### src/rtl/rrip_pkg.sv
`timescale 1ns / 1ps
// ----------------------------------------------------------------------------
// rrip_pkg: shared types and constants for the rrip set replacement block
// re-reference prediction value type, bounds and operation codes
// ----------------------------------------------------------------------------
package rrip_pkg;

  localparam int RrpvW = 3;
  localparam int WayFieldW = 4;
  // wide enough to compare a way field against any set size up to 64
  localparam int WayCmpW = 7;

  typedef logic [RrpvW-1:0] rrpv_t;
  typedef logic [WayFieldW-1:0] way_field_t;

  localparam rrpv_t RrpvMax = rrpv_t'(7);
  localparam rrpv_t RrpvMin = rrpv_t'(0);

  typedef enum logic {
    OpUpdate = 1'b0,
    OpVictim = 1'b1
  } opcode_e;

endpackage

### src/rtl/rrip_victim_sel.sv
`timescale 1ns / 1ps
// ----------------------------------------------------------------------------
// rrip_victim_sel: maximum prediction value and lowest way holding it
// value-presence vectors, priority over eight values, lowest-set-bit encode
// ----------------------------------------------------------------------------
module rrip_victim_sel #(
  parameter int WAYS = 16,
  parameter int WayIdxW = (WAYS > 1) ? $clog2(WAYS) : 1
) (
  input  rrip_pkg::rrpv_t    rrpv_i [WAYS],
  output rrip_pkg::rrpv_t    max_o,
  output logic [WayIdxW-1:0] victim_o
);
  import rrip_pkg::*;

  localparam int NumVals = 1 << RrpvW;

  logic [WAYS-1:0]    is_val [NumVals];
  logic [NumVals-1:0] present;
  logic [WAYS-1:0]    at_max;
  logic [WAYS-1:0]    first_oh;

  always_comb begin
    for (int v = 0; v < NumVals; v++) begin
      for (int w = 0; w < WAYS; w++) begin
        is_val[v][w] = (rrpv_i[w] == rrpv_t'(v));
      end
      present[v] = |is_val[v];
    end
  end

  // highest value present in the set
  always_comb begin
    max_o = RrpvMin;
    for (int v = 0; v < NumVals; v++) begin
      if (present[v]) begin
        max_o = rrpv_t'(v);
      end
    end
  end

  // isolate the lowest way at the maximum
  assign at_max   = is_val[max_o];
  assign first_oh = at_max & (~at_max + WAYS'(1));

  always_comb begin
    victim_o = '0;
    for (int w = 0; w < WAYS; w++) begin
      if (first_oh[w]) begin
        victim_o = victim_o | WayIdxW'(w);
      end
    end
  end

endmodule

### src/rtl/rrip_set_replacement.sv
`timescale 1ns / 1ps
// ----------------------------------------------------------------------------
// rrip_set_replacement: 3-bit rrip replacement state for one cache set
// per-way prediction values with update, victim selection and set aging
// ----------------------------------------------------------------------------
// usage
//   input channel (in_valid_i / in_stall_o) carries one request per beat:
//   operation_i selects an update of way_i (friendly_i: 1 writes 0, 0 writes 7)
//   or a victim request, which returns the lowest way at 7 after aging the
//   whole set by (7 - max) when no way holds 7
//   output channel (out_valid_o / out_stall_i) returns exactly one result beat
//   per request: victim_way_o / victim_valid_o for victim requests, way_error_o
//   for an update naming a way at or above WAYS (no entry changes then)
//   a request passes one input register and one result register with
//   single-pass logic between them; throughput: one beat per cycle while
//   out_stall_i is low; the per-way value vectors and one priority pick over
//   eight values set the depth of the path between the registers
//   a stalled result holds in the result register; the input register keeps
//   filling while the result register drains, and in_stall_o rises only when
//   both hold a beat and out_stall_i is high
//   reset: all ways return to 7 and both pipeline stages empty
// ----------------------------------------------------------------------------
module rrip_set_replacement #(
  parameter int WAYS = 16
) (
  input  logic                   clk_i,
  input  logic                   rst_ni,
  input  logic                   in_valid_i,
  output logic                   in_stall_o,
  input  rrip_pkg::opcode_e      operation_i,
  input  rrip_pkg::way_field_t   way_i,
  input  logic                   friendly_i,
  output logic                   out_valid_o,
  input  logic                   out_stall_i,
  output rrip_pkg::way_field_t   victim_way_o,
  output logic                   victim_valid_o,
  output logic                   way_error_o
);
  import rrip_pkg::*;

  localparam int WayIdxW = (WAYS > 1) ? $clog2(WAYS) : 1;

  // input register stage
  logic       s1_valid_q;
  opcode_e    s1_op_q;
  way_field_t s1_way_q;
  logic       s1_friendly_q;

  // result register stage
  logic       out_valid_q;
  way_field_t victim_way_q;
  logic       victim_valid_q;
  logic       way_error_q;

  // prediction values, one per way
  rrpv_t rrpv_q [WAYS];
  rrpv_t rrpv_d [WAYS];

  logic                     advance;
  logic                     fire;
  logic                     in_fire;
  logic                     is_victim;
  logic                     way_err;
  rrpv_t                    top;
  rrpv_t                    lift;
  logic [WayIdxW-1:0]       victim_idx;
  logic [WayIdxW+WayFieldW-1:0] victim_ext;
  logic                     any_max;

  // result register can take a new beat when empty or draining
  assign advance    = !out_valid_q || !out_stall_i;
  assign fire       = s1_valid_q && advance;
  assign in_stall_o = s1_valid_q && !advance;
  assign in_fire    = in_valid_i && !in_stall_o;

  always_ff @(posedge clk_i or negedge rst_ni) begin
    if (!rst_ni) begin
      s1_valid_q <= 1'b0;
    end else if (!in_stall_o) begin
      s1_valid_q <= in_valid_i;
    end
  end

  always_ff @(posedge clk_i) begin
    if (in_fire) begin
      s1_op_q       <= operation_i;
      s1_way_q      <= way_i;
      s1_friendly_q <= friendly_i;
    end
  end

  // victim pick over the current values
  rrip_victim_sel #(
    .WAYS    (WAYS),
    .WayIdxW (WayIdxW)
  ) u_victim_sel (
    .rrpv_i   (rrpv_q),
    .max_o    (top),
    .victim_o (victim_idx)
  );

  assign is_victim = (s1_op_q == OpVictim);
  assign way_err   = !is_victim &&
                     ({{(WayCmpW-WayFieldW){1'b0}}, s1_way_q} >= WayCmpW'(WAYS));
  // lift is zero when some way already holds the maximum
  assign lift      = RrpvMax - top;
  assign victim_ext = {{WayFieldW{1'b0}}, victim_idx};

  // next values: aging on a victim request, a single write on a valid update
  always_comb begin
    for (int w = 0; w < WAYS; w++) begin
      rrpv_d[w] = rrpv_q[w];
      if (is_victim) begin
        // values never exceed the maximum, so the sum stays within 7
        rrpv_d[w] = rrpv_t'(rrpv_q[w] + lift);
      end else if ({{(WayCmpW-WayFieldW){1'b0}}, s1_way_q} == WayCmpW'(w)) begin
        rrpv_d[w] = s1_friendly_q ? RrpvMin : RrpvMax;
      end
    end
  end

  always_ff @(posedge clk_i or negedge rst_ni) begin
    if (!rst_ni) begin
      for (int w = 0; w < WAYS; w++) begin
        rrpv_q[w] <= RrpvMax;
      end
    end else if (fire) begin
      rrpv_q <= rrpv_d;
    end
  end

  always_ff @(posedge clk_i or negedge rst_ni) begin
    if (!rst_ni) begin
      out_valid_q <= 1'b0;
    end else if (advance) begin
      out_valid_q <= s1_valid_q;
    end
  end

  always_ff @(posedge clk_i) begin
    if (fire) begin
      victim_way_q   <= is_victim ? victim_ext[WayFieldW-1:0] : '0;
      victim_valid_q <= is_victim;
      way_error_q    <= way_err;
    end
  end

  assign out_valid_o    = out_valid_q;
  assign victim_way_o   = victim_way_q;
  assign victim_valid_o = victim_valid_q;
  assign way_error_o    = way_error_q;

  // some way holds the maximum value
  always_comb begin
    any_max = 1'b0;
    for (int w = 0; w < WAYS; w++) begin
      any_max = any_max | (rrpv_q[w] == RrpvMax);
    end
  end

  // after a victim beat is processed the set always holds a way at 7
  a_victim_leaves_max: assert property (@(posedge clk_i) disable iff (!rst_ni)
    (fire && is_victim) |=> any_max)
    else $error("no way at maximum after victim request");

  // input side stalls only when both the input and result registers are occupied
  a_stall_needs_beat: assert property (@(posedge clk_i) disable iff (!rst_ni)
    in_stall_o |-> (s1_valid_q && out_valid_q))
    else $error("input stalled with an empty pipeline");

  // a result never flags both a victim and a way error
  a_result_exclusive: assert property (@(posedge clk_i) disable iff (!rst_ni)
    out_valid_q |-> !(victim_valid_q && way_error_q))
    else $error("victim and way error in one result");

  // update results carry a zero victim index
  a_update_zero_way: assert property (@(posedge clk_i) disable iff (!rst_ni)
    (out_valid_q && !victim_valid_q) |-> (victim_way_q == '0))
    else $error("nonzero victim way on an update result");

endmodule
### config.mk
export PLATFORM = sky130hd
export DESIGN_NAME = rrip_set_replacement
export DESIGN_NICKNAME = d
export VERILOG_FILES = /design/src/rtl/rrip_pkg.sv /design/src/rtl/rrip_victim_sel.sv /design/src/rtl/rrip_set_replacement.sv
export SDC_FILE = /design/constraint.sdc
export NUM_CORES = 1
export LEC_CHECK = 0
export BUFFER_PORTS_ARGS = -buffer_cell sky130_fd_sc_hd__buf_2
export CORE_MARGIN = 8
export CORE_UTILIZATION = 25
export CTS_CLUSTER_SIZE = 30
export DETAILED_ROUTE_END_ITERATION = 16
export PLACE_DENSITY_LB_ADDON = 0.08
export SYNTH_ARGS = -nofsm -noshare
export SYNTH_HDL_FRONTEND = slang
export SYNTH_HIERARCHICAL = 1
export SYNTH_SLANG_ARGS = --single-unit
### constraint.sdc
create_clock -name clk_i -period 10.9 [get_ports clk_i]
set_input_delay 1.09 -clock clk_i [delete_from_list [all_inputs] [get_ports clk_i]]
set_output_delay 1.09 -clock clk_i [all_outputs]
set_load 0.05 [all_outputs]
* Yosys cells after proc, flatten, opt, wreduce, memory -nomap -nowiden
Index checks and enable logic that the tools add are counted.
** Word-level totals
- Register bits after elaboration :: 61
- Latch bits :: 0
- Bits in writable memories :: 0
- Memory bits (read-only) :: 0
- Input port bits :: 10
- Output and inout bits :: 8
- Logic and storage cells :: 294
- Memories :: 0
** Operators by class
- $add $sub $neg :: 18
- $mul :: 0
- Divide/modulo/power cells :: 0
- $lt $le $gt $ge :: 1
- Equal/unequal tests :: 127
- Shift operators :: 0
- Multiplexer cells :: 58
- Bitwise gates (word level) :: 3
- Reduce and logical (&&, ||, !) cells :: 64
** Operators with widths (number)
- == test 3 bit, second input constant :: 64
- 2-to-1 mux 3 bit :: 41
- OR reduction 16 bit :: 7
- == test 3 x 2 -> 1 bit, second input constant :: 32
- adder 3 bit :: 16
- binary-select mux 16 bit (select 3 bit) :: 1
- == test 3 x 1 -> 1 bit, second input constant :: 16
- logical NOT 3 bit :: 16
- == test 4 bit, second input constant :: 8
- 2-to-1 mux 16 bit :: 2
- 2-to-1 mux 4 bit :: 8
- AND reduction 2 bit :: 16
- nonzero test 2 bit :: 16
- adder 16 x 1 -> 16 bit, second input constant :: 1
- AND 16 bit :: 1
- == test 4 x 3 -> 1 bit, second input constant :: 4
- NOT 16 bit :: 1
- == test 4 x 2 -> 1 bit, second input constant :: 2
- 2-to-1 mux 2 bit :: 4
- == test 4 x 1 -> 1 bit, second input constant :: 1
- >= comparator 4 bit, second input constant :: 1
- logical NOT 1 bit :: 4
- logical NOT 4 bit :: 1
- NOT 3 -> 4 bit :: 1
- other kinds (4) :: 7

* Depth between registers and ports, before layout
Gate-level depths: netlist of run 1.
- Depth in word-level cells :: 31
- Depth in mapped cells :: 16
- Depth with buffers taken out :: 13

* By module
Netlist of run 1, hierarchy kept.
** Modules (own cells, without submodules)
- rrip_set_replacement :: instances 1, cells an instance 355, area each 4134.0 µm², sequential area each 1641.6 µm²
- rrip_victim_sel :: instances 1, cells an instance 298, area each 1996.9 µm², sequential area each 0.0 µm²

* Worst setup path after synthesis of run 1
OpenSTA, ideal clock, no wires.
- Path type :: register to register
- Start point :: register rrpv_q[31] (netlist bit)
- End point :: register rrpv_q[23] (netlist bit)
- Library setup time :: 0.081 ns
- Arrival :: 3.922 ns
- Setup slack :: 6.897 ns
- Cell stages (with the launch flop) :: 17
- Clock period less this slack :: 4.003 ns
- Cells stage by stage :: dfstp_2 > buf_2 > nand3b_1 > nand4_1 > or4_1 > buf_2 > a311o_1 > a21oi_4 > buf_4 > inv_1 > inv_1 > ha_1 > inv_1 > fa_1 > xnor2_1 > mux2_2 > a32oi_1
** Between the ends
- Cells in the longest elaborated chain, start to end :: 12
- Elaborated cells on any way between the ends :: 24
- Classes of those cells :: add/sub: 2; eq/ne: 7; mux: 8; reduce/logical: 7
** RTL lines
- from (decl) :: line rrip_set_replacement.sv:56 : rrpv_t rrpv_q [WAYS];
- from (signal, indexed assignment) :: line rrip_set_replacement.sv:125 : rrpv_q[w] <= RrpvMax;
- from (signal assigned) :: line rrip_set_replacement.sv:128 : rrpv_q <= rrpv_d;
- == test 3 x 1 -> 1 bit :: line rrip_victim_sel.sv:26 : is_val[v][w] = (rrpv_i[w] == rrpv_t'(v));
- OR reduction 16 bit :: line rrip_victim_sel.sv:28 : present[v] = |is_val[v];
- 2-to-1 mux 1 bit :: line rrip_victim_sel.sv:36 : if (present[v]) begin
- 2-to-1 mux 2 bit (2 in a row) :: line rrip_victim_sel.sv:36
- 2-to-1 mux 3 bit (3 in a row) :: line rrip_victim_sel.sv:36
- 2-to-1 mux 3 bit (*) :: line rrip_victim_sel.sv:36
- via top[0] :: line rrip_set_replacement.sv:64 : rrpv_t top;
- subtractor 3 bit (*) :: line rrip_set_replacement.sv:106 : assign lift = RrpvMax - top;
- adder 3 bit (*) :: line rrip_set_replacement.sv:115 : rrpv_d[w] = rrpv_t'(rrpv_q[w] + lift);
- 2-to-1 mux 3 bit (*) :: line rrip_set_replacement.sv:113 : if (is_victim) begin
Mark *: on every way through the listed nets, which the timed path passes. The rest lies on a longest branch.
A chain may end at the register's enable or synchronous reset.

* Worst setup path after layout of run 1
- Start point :: register rrpv_q[21] (netlist bit)
- End point :: register victim_way_q[2] (netlist: victim_way_o[2]) (data pin)
** Between the ends
- Elaborated cells on any way between the ends :: 41
- Classes of those cells :: add/sub: 1; eq/ne: 7; mux: 22; bitwise: 3; reduce/logical: 8
** RTL lines
- == test 3 x 2 -> 1 bit :: line rrip_victim_sel.sv:26
- OR reduction 16 bit :: line rrip_victim_sel.sv:28
- 2-to-1 mux 2 bit (2 in a row) :: line rrip_victim_sel.sv:36
- 2-to-1 mux 3 bit (3 in a row) :: line rrip_victim_sel.sv:36
- 2-to-1 mux 3 bit (*) :: line rrip_victim_sel.sv:36
- via top[1] :: line rrip_set_replacement.sv:64
- NOT 3 -> 4 bit (not written as such) (*) :: line rrip_victim_sel.sv:43 : assign at_max = is_val[max_o];
- binary-select mux 16 bit (select 3 bit) (*) :: line rrip_victim_sel.sv:43
- 2-to-1 mux 16 bit (not written as such) (*) (2 in a row) :: line rrip_victim_sel.sv:43
- NOT 16 bit :: line rrip_victim_sel.sv:44 : assign first_oh = at_max & (~at_max + WAYS'(1));
- adder 16 x 1 -> 16 bit :: line rrip_victim_sel.sv:44
- AND 16 bit (*) :: line rrip_victim_sel.sv:44
- 2-to-1 mux 3 bit (4 in a row) :: line rrip_victim_sel.sv:49 : if (first_oh[w]) begin
- 2-to-1 mux 4 bit (7 in a row) :: line rrip_victim_sel.sv:49
- 2-to-1 mux 4 bit (*) :: line rrip_victim_sel.sv:49
- via victim_idx[2] :: line rrip_set_replacement.sv:66 : logic [WayIdxW-1:0] victim_idx;
- to (signal assigned) :: line rrip_set_replacement.sv:142 : victim_way_q <= is_victim ? victim_ext[WayFieldW-1:0] : '0;
- to (decl) :: line rrip_set_replacement.sv:51 : way_field_t victim_way_q;
Mark *: on every way through the listed nets, which the timed path passes. The rest lies on a longest branch. The select of a mux whose other input is x is not followed.

==> results.toml, run 1 <==
[outcome]
status = "completed"

[yosys]
seq_area_frac_synth_pct = 26.8
yosys_warnings = 6
ys_types = 79
synthSimpleGateAreaFrac_pct = 27.2
synthMuxAreaShare_pct = 8.92
synth_top_family_by_area = "simple AND/OR/NAND/NOR gates"
synth_compound_area_share_pct = 15.5
synthCells = 653
synth_fa_ha_area_share_pct = 8.49
synthTopCellsByArea = "dfstp_2 (21%), mux2_2 (6.6%), nor3b_1 (5.8%), edfxtp_1 (5.4%), nand3b_1 (5.4%)"
yosysTopAreaCell = "dfstp_2"
synth_edf_count = 11
async_reset_ff_share_pct = 82.0
synth_area_um2 = 6130
synth_xor_area_share_pct = 3.71
synth_ff_type = "dfstp_2"
syn-num-nets = 695
avgSynthCellArea_um2 = 9.39
netlist.area_leader.share_pct = 20.6
ys_ff_latch = 61

[min_path]
hold_class = "reg -> reg"
hp-start = "s1_valid_q"

[floorplanning]
start_util_pct = 25.4
coreArea_um2 = 24200
pin_count = 18
rows = 57
die-area_um2 = 29800
die-height_um = 173
fp.dieW_um = 173

[timing]
setup_tns_ps = 0
hold_viol = 0
rsz0062_at_grt = "no"
slew_headroom_pct = 34.2
fin_crit_ps = 5140
hold_slack_ps = 493
fin_skew_ps = 14.0
timing_worst_slew_pin_value_ps = 987
final-setup-viol-count = 0
max_freq_mhz = 195
finalCritPeriodShare_pct = 47.2
drv_slew = 0

[critical_path]
timing.rr.end = "victim_way_o[2]"
worstSetupStartpoint = "rrpv_q[21]"
cp_cell_sequence = "nand3b_1 -> o2111ai_1 -> nor4_1 -> nand2_1 -> a21oi_4 -> inv_1 -> buf_4 -> xnor2_1 -> nor3b_1 -> a211o_1 -> a21bo_2 -> a21boi_0 -> and2_1"
ff2ff_setup_slack_ps = 5760
crit_type = "reg -> reg"
critPathBufInv = 2
slowest_delay_ps = 710
critPathArrivalTime_ps = 5240
critPathCapture = "victim_way_o[2]"
required_ps = 11000
slowest_stage = "dfstp_2"
worstRegToRegCells = 13
path_max_fanout = 15
cp-start-kind = "register"
r2r-start = "rrpv_q[21]"
end_kind = "register"
path_depth = 13
crit_family = "simple AND/OR/NAND/NOR gates"

[routing]
drc_errors = 0
vias_per_cell = 5.23
wl_per_cell_um = 21.3
dr.pass1.iters = 7
first_iter_violations = 312
drt_wl_total_um = 20600
vias = 5056
ant_nets = 0

[layout]
syn2layout_area_growth_pct = 8.69
drive_gt1_share_pct = 26.9
layout_commonest_cell = "inv_1"
finish.utilization_pct = 27.6
final_cells = 967
antenna_cells = 0
layout_common_cells = "inv_1 (76), dfstp_2 (48), nor3b_1 (47), nand3b_1 (44), a21oi_1 (38)"
final.fill_count = 2532
finalNetCount = 680

[clock_network]
clock_path_buffers = 2
cts_root_buf = "clkbuf_16"
post_cts_buffers = 0
cts_resized = 0
cts_max_level = 3
cts_sinks = 61
clk_pin_slew_worst_paths_ps = 70
ctsHoldBuffers = 0
numCtsBuffers = 9
worst_skew_pair.late_latency_ps = 350
cts_tree = "done"

[place]
place_inst = 951
gp_congestion = 0.852
hpwl_um = 14300
io_buffers = 16

[grt]
grt_max_degree = 74
antenna_found_initial = 0
grt-ovfl-total = 0
first_global_vias = 5000
grt_pass1_wl_um = 32300
track_usage_pct = 13.9

[power_and_ir_drop]
ir_worst_vdd_uv = 71.4
leakagePower_nw = 2.46
powerDensity_nw_per_um2 = 270

[run]
maxCapViolations = 0
-- kinds of logic after synthesis --
kind of cell	after synthesis
multiplexers	48
XOR/XNOR	26
buffers and inverters	123
AND/OR/NAND/NOR	237
AO/OA/AOI/OAI	125
other	1
adder cells (fa/ha/maj)	32
flip-flops	61
-- worst min-delay path by stage --
stage / endpoint / slack [ps] / depth (start not counted)
final: out_valid_o / 490 / 1
after global routing: out_valid_o / 530 / 1
after CTS: out_valid_o / 490 / 1
after detailed placement: out_valid_o / 480 / 1
after global placement: out_valid_o / 470 / 1
after floorplan: victim_valid_o / 430 / 0
-- power by group --
group | internal, W | total, W | leakage, nW | switching (W)
sequential | 0.000389 | 0.000676 | 0.634 | 0.000287
combinational | 0.000399 | 0.000844 | 1.69 | 0.000445
clock | 0.000157 | 0.000281 | 0.137 | 0.000124
total | 0.000945 | 0.00180 | 2.46 | 0.000856
-- cell usage after synthesis (7+ instances only) --
| cell type | n |
|---|---|
| buf_2 | 23 |
| dfstp_2 | 48 |
| mux2_2 | 36 |
| xnor2_1 | 25 |
| ha_1 | 16 |
| o21ai_2 | 15 |
| nand4_1 | 12 |
| a21oi_1 | 38 |
| nand2_1 | 9 |
| a32oi_1 | 15 |
| and2_1 | 7 |
| fa_1 | 16 |
| nor2_1 | 23 |
| mux2_1 | 9 |
| nand3b_1 | 44 |
| clkbuf_1 | 9 |
| nand3_1 | 18 |
| o2111ai_1 | 10 |
| inv_1 | 76 |
| nor3b_1 | 47 |
| edfxtp_1 | 11 |
| nor4_1 | 14 |
| buf_4 | 8 |
| or2_2 | 16 |
-- routing by layer --
layer	track usage, %	wire length [µm]	vias up
met5	0	0	-
met4	3.95	245	0
met3	2.53	931	15
met2	21.9	9500	133
met1	19.2	9880	2558
li1	-	-	2350
-- per-stage QoR --
| stage | power [W] | worst slack, ps | area [µm²] |
|---|---|---|---|
| floorplan | 0.00123 | 6900 | 6130 |
| global placement | 0.00151 | 5910 | 6380 |
| detailed placement | 0.00151 | 5840 | 6380 |
| CTS | 0.00181 | 5800 | 6660 |
| global route | 0.00195 | 5560 | 6660 |
| finish | 0.00180 | 5760 | 6660 |
-- worst register-to-register path: cells and delay by family (launching register included) --
family / cells / cell delay (ps)
compound gates: 5 / 1100
xor+xnor: 1 / 190
flops: 1 / 710
buf+inv: 2 / 850
simple gates: 5 / 2040
-- area by class of cell --
class                   count  area [µm²]  share of cell area, %
clock inverters             7        56.3                  0.845
repair buffers             20         110                   1.65
clock buffers               9         225                   3.38
multi-input cells         469        3920                   58.9
inverters                  77         302                   4.52
flip-flops and latches     61        1640                   24.6
well taps                 324         405                   6.08
-- flip-flops by register name (all words and copies together) (netlist names) --
register and flops:
s1_valid_q 1, is_victim 1, s1_friendly_q 1, victim_valid_o 1, out_valid_o 1, victim_way_o 4
rrpv_q 48, s1_way_q 4
Power figures use the tool's default switching activity.
==> run 2: changes to the inputs <==
clock period = 4.17 ns   (was 10.9 ns; I/O delays follow)
==> run 2 against run 1 <==
  * Design area up 3.3%
  * Register-to-register slack worse by 5600 ps
  * Via count up 1.2%
  * Cell count up 1.9%
  * Power rose to 2.7 times the previous value
  * Sequential power rose to 2.5 times the previous value
  * Critical endpoint is now victim_way_o[0]
  * Largest cell class unchanged
==> results.toml, run 2 (synthesis gave the netlist of run 1 again) <==
[floorplanning]
rows = 57
start_util_pct = 25.4
die-area_um2 = 29800
coreArea_um2 = 24200
pin_count = 18
die-height_um = 173
fp.dieW_um = 173

[routing]
vias = 5117
vias_per_cell = 5.19
ant_nets = 0
drc_errors = 0
wl_per_cell_um = 21.2
first_iter_violations = 382
dr.pass1.iters = 5
drt_wl_total_um = 20900

[clock_network]
clk_pin_slew_worst_paths_ps = 70
worst_skew_pair.late_latency_ps = 350
cts_tree = "done"
cts_max_level = 3
cts_root_buf = "clkbuf_16"
numCtsBuffers = 9
cts_sinks = 61
clock_path_buffers = 2

[critical_path]
cp-start-kind = "register"
cpMostUsedCell = "o2111ai_1"
end_kind = "register"
path_max_fanout = 24
cp_cell_sequence = "nand3b_1 -> o2111ai_1 -> or4_1 -> a21oi_1 -> a21oi_4 -> buf_4 -> o21ai_0 -> o211a_1 -> o2111ai_1 -> o41ai_1 -> and2_1"
required_ps = 4380
critPathArrivalTime_ps = 4180
slowest_stage = "dfstp_2"
slowest_delay_ps = 690
crit_type = "reg -> reg"

[place]
gp_congestion = 0.833
io_buffers = 16
place_ws_ps = 153
placed_area_um2 = 6530
hpwl_um = 14900

[power_and_ir_drop]
ir_worst_vdd_uv = 271
p_total_w = 0.00492
powerDensity_nw_per_um2 = 716
leakagePower_nw = 2.57

[timing]
timing.final.ws_setup_ps = 200
fin_crit_ps = 3970
max_freq_mhz = 252
timing_worst_slew_pin_value_ps = 1070
fin_skew_ps = 11.6
slew_headroom_pct = 28.5
hold_viol = 0
finalCritPeriodShare_pct = 95.2
final-setup-viol-count = 0
drv_slew = 0

[grt]
track_usage_pct = 13.9
grt-ovfl-total = 0
antenna_found_initial = 0
grt_pass1_wl_um = 31900
first_global_vias = 5067
grt_max_degree = 51

[layout]
layout_commonest_cell = "inv_1"
largest_register = "rrpv_q"
largest_reg_flops = 48
syn2layout_area_growth_pct = 12.2
final_area_um2 = 6880
finalNetCount = 698
drive_gt1_share_pct = 29.0
layout_common_cells = "inv_1 (76), dfstp_2 (48), nor3b_1 (47), nand3b_1 (44), a21oi_1 (38)"
antenna_cells = 0

[min_path]
hold_class = "in -> async"

[run]
maxCapViolations = 0

[outcome]
status = "completed"
==> run 2: worst paths after layout <==
check                                   to  cells past startpoint  slack [ps]  startpoint
max in group asynchronous       s1_valid_q                      2        3490      rst_ni
max reg2reg                victim_way_o[0]                     11         200  rrpv_q[39]
max                        victim_way_o[0]                     11         200  rrpv_q[39]
min reg2reg                    out_valid_o                      1         490  s1_valid_q
min in group clk_i           s1_friendly_q                      1         240  friendly_i
min                            out_valid_o                      2         230      rst_ni
==> run 2: repair_timing <==
item | CTS | global route
endpoints found under the setup margin | 0 | 1
buffers inserted | 0 | 2
hold buffers | 0 | 0
resized for setup | 0 | 1
==> run 2: critical path, delay by kind of cell (launching register included) <==
kind | cells | cell delay (ps)
AO/OA/AOI/OAI | 7 | 1870
buffers and inverters | 1 | 240
flip-flops | 1 | 690
AND/OR/NAND/NOR | 3 | 1010
==> run 2: cell type report <==
class	count	area, µm²
Multi-Input combinational cell	469	3930
Timing Repair Buffer	38	270
Tap cell	324	405
Clock buffer	10	239
Sequential cell	61	1640
Clock inverter	6	93.8
Fill cell	2541	17300
Inverter	77	302
==> run 2: routing by layer <==
layer | wire length [µm] | up-vias | GRT usage, %
met5 | 0 | - | 0
li1 | - | 2388 | -
met3 | 938 | 30 | 2.31
met2 | 9420 | 148 | 21.3
met1 | 9960 | 2551 | 19.0
met4 | 546 | 0 | 5.51
==> run 2: report_power, final <==
group	switching, W	total, W	internal [W]
Combinational	0.00123	0.00235	0.00112
Sequential	0.000690	0.00170	0.00101
Clock	0.000323	0.000868	0.000545
==> run 2: metrics by stage <==
step / utilization, % / setup TNS [ps] / std cells / hold slack (ps)
floorplan: - / 0 / 653 / 121
global route: 28.5 / -8.57 / 985 / 220
global placement: 27.0 / 0 / 967 / 462
CTS: 28.4 / 0 / 983 / 222
detailed placement: 27.0 / 0 / 967 / 484
finish: 28.5 / 0 / 985 / 228
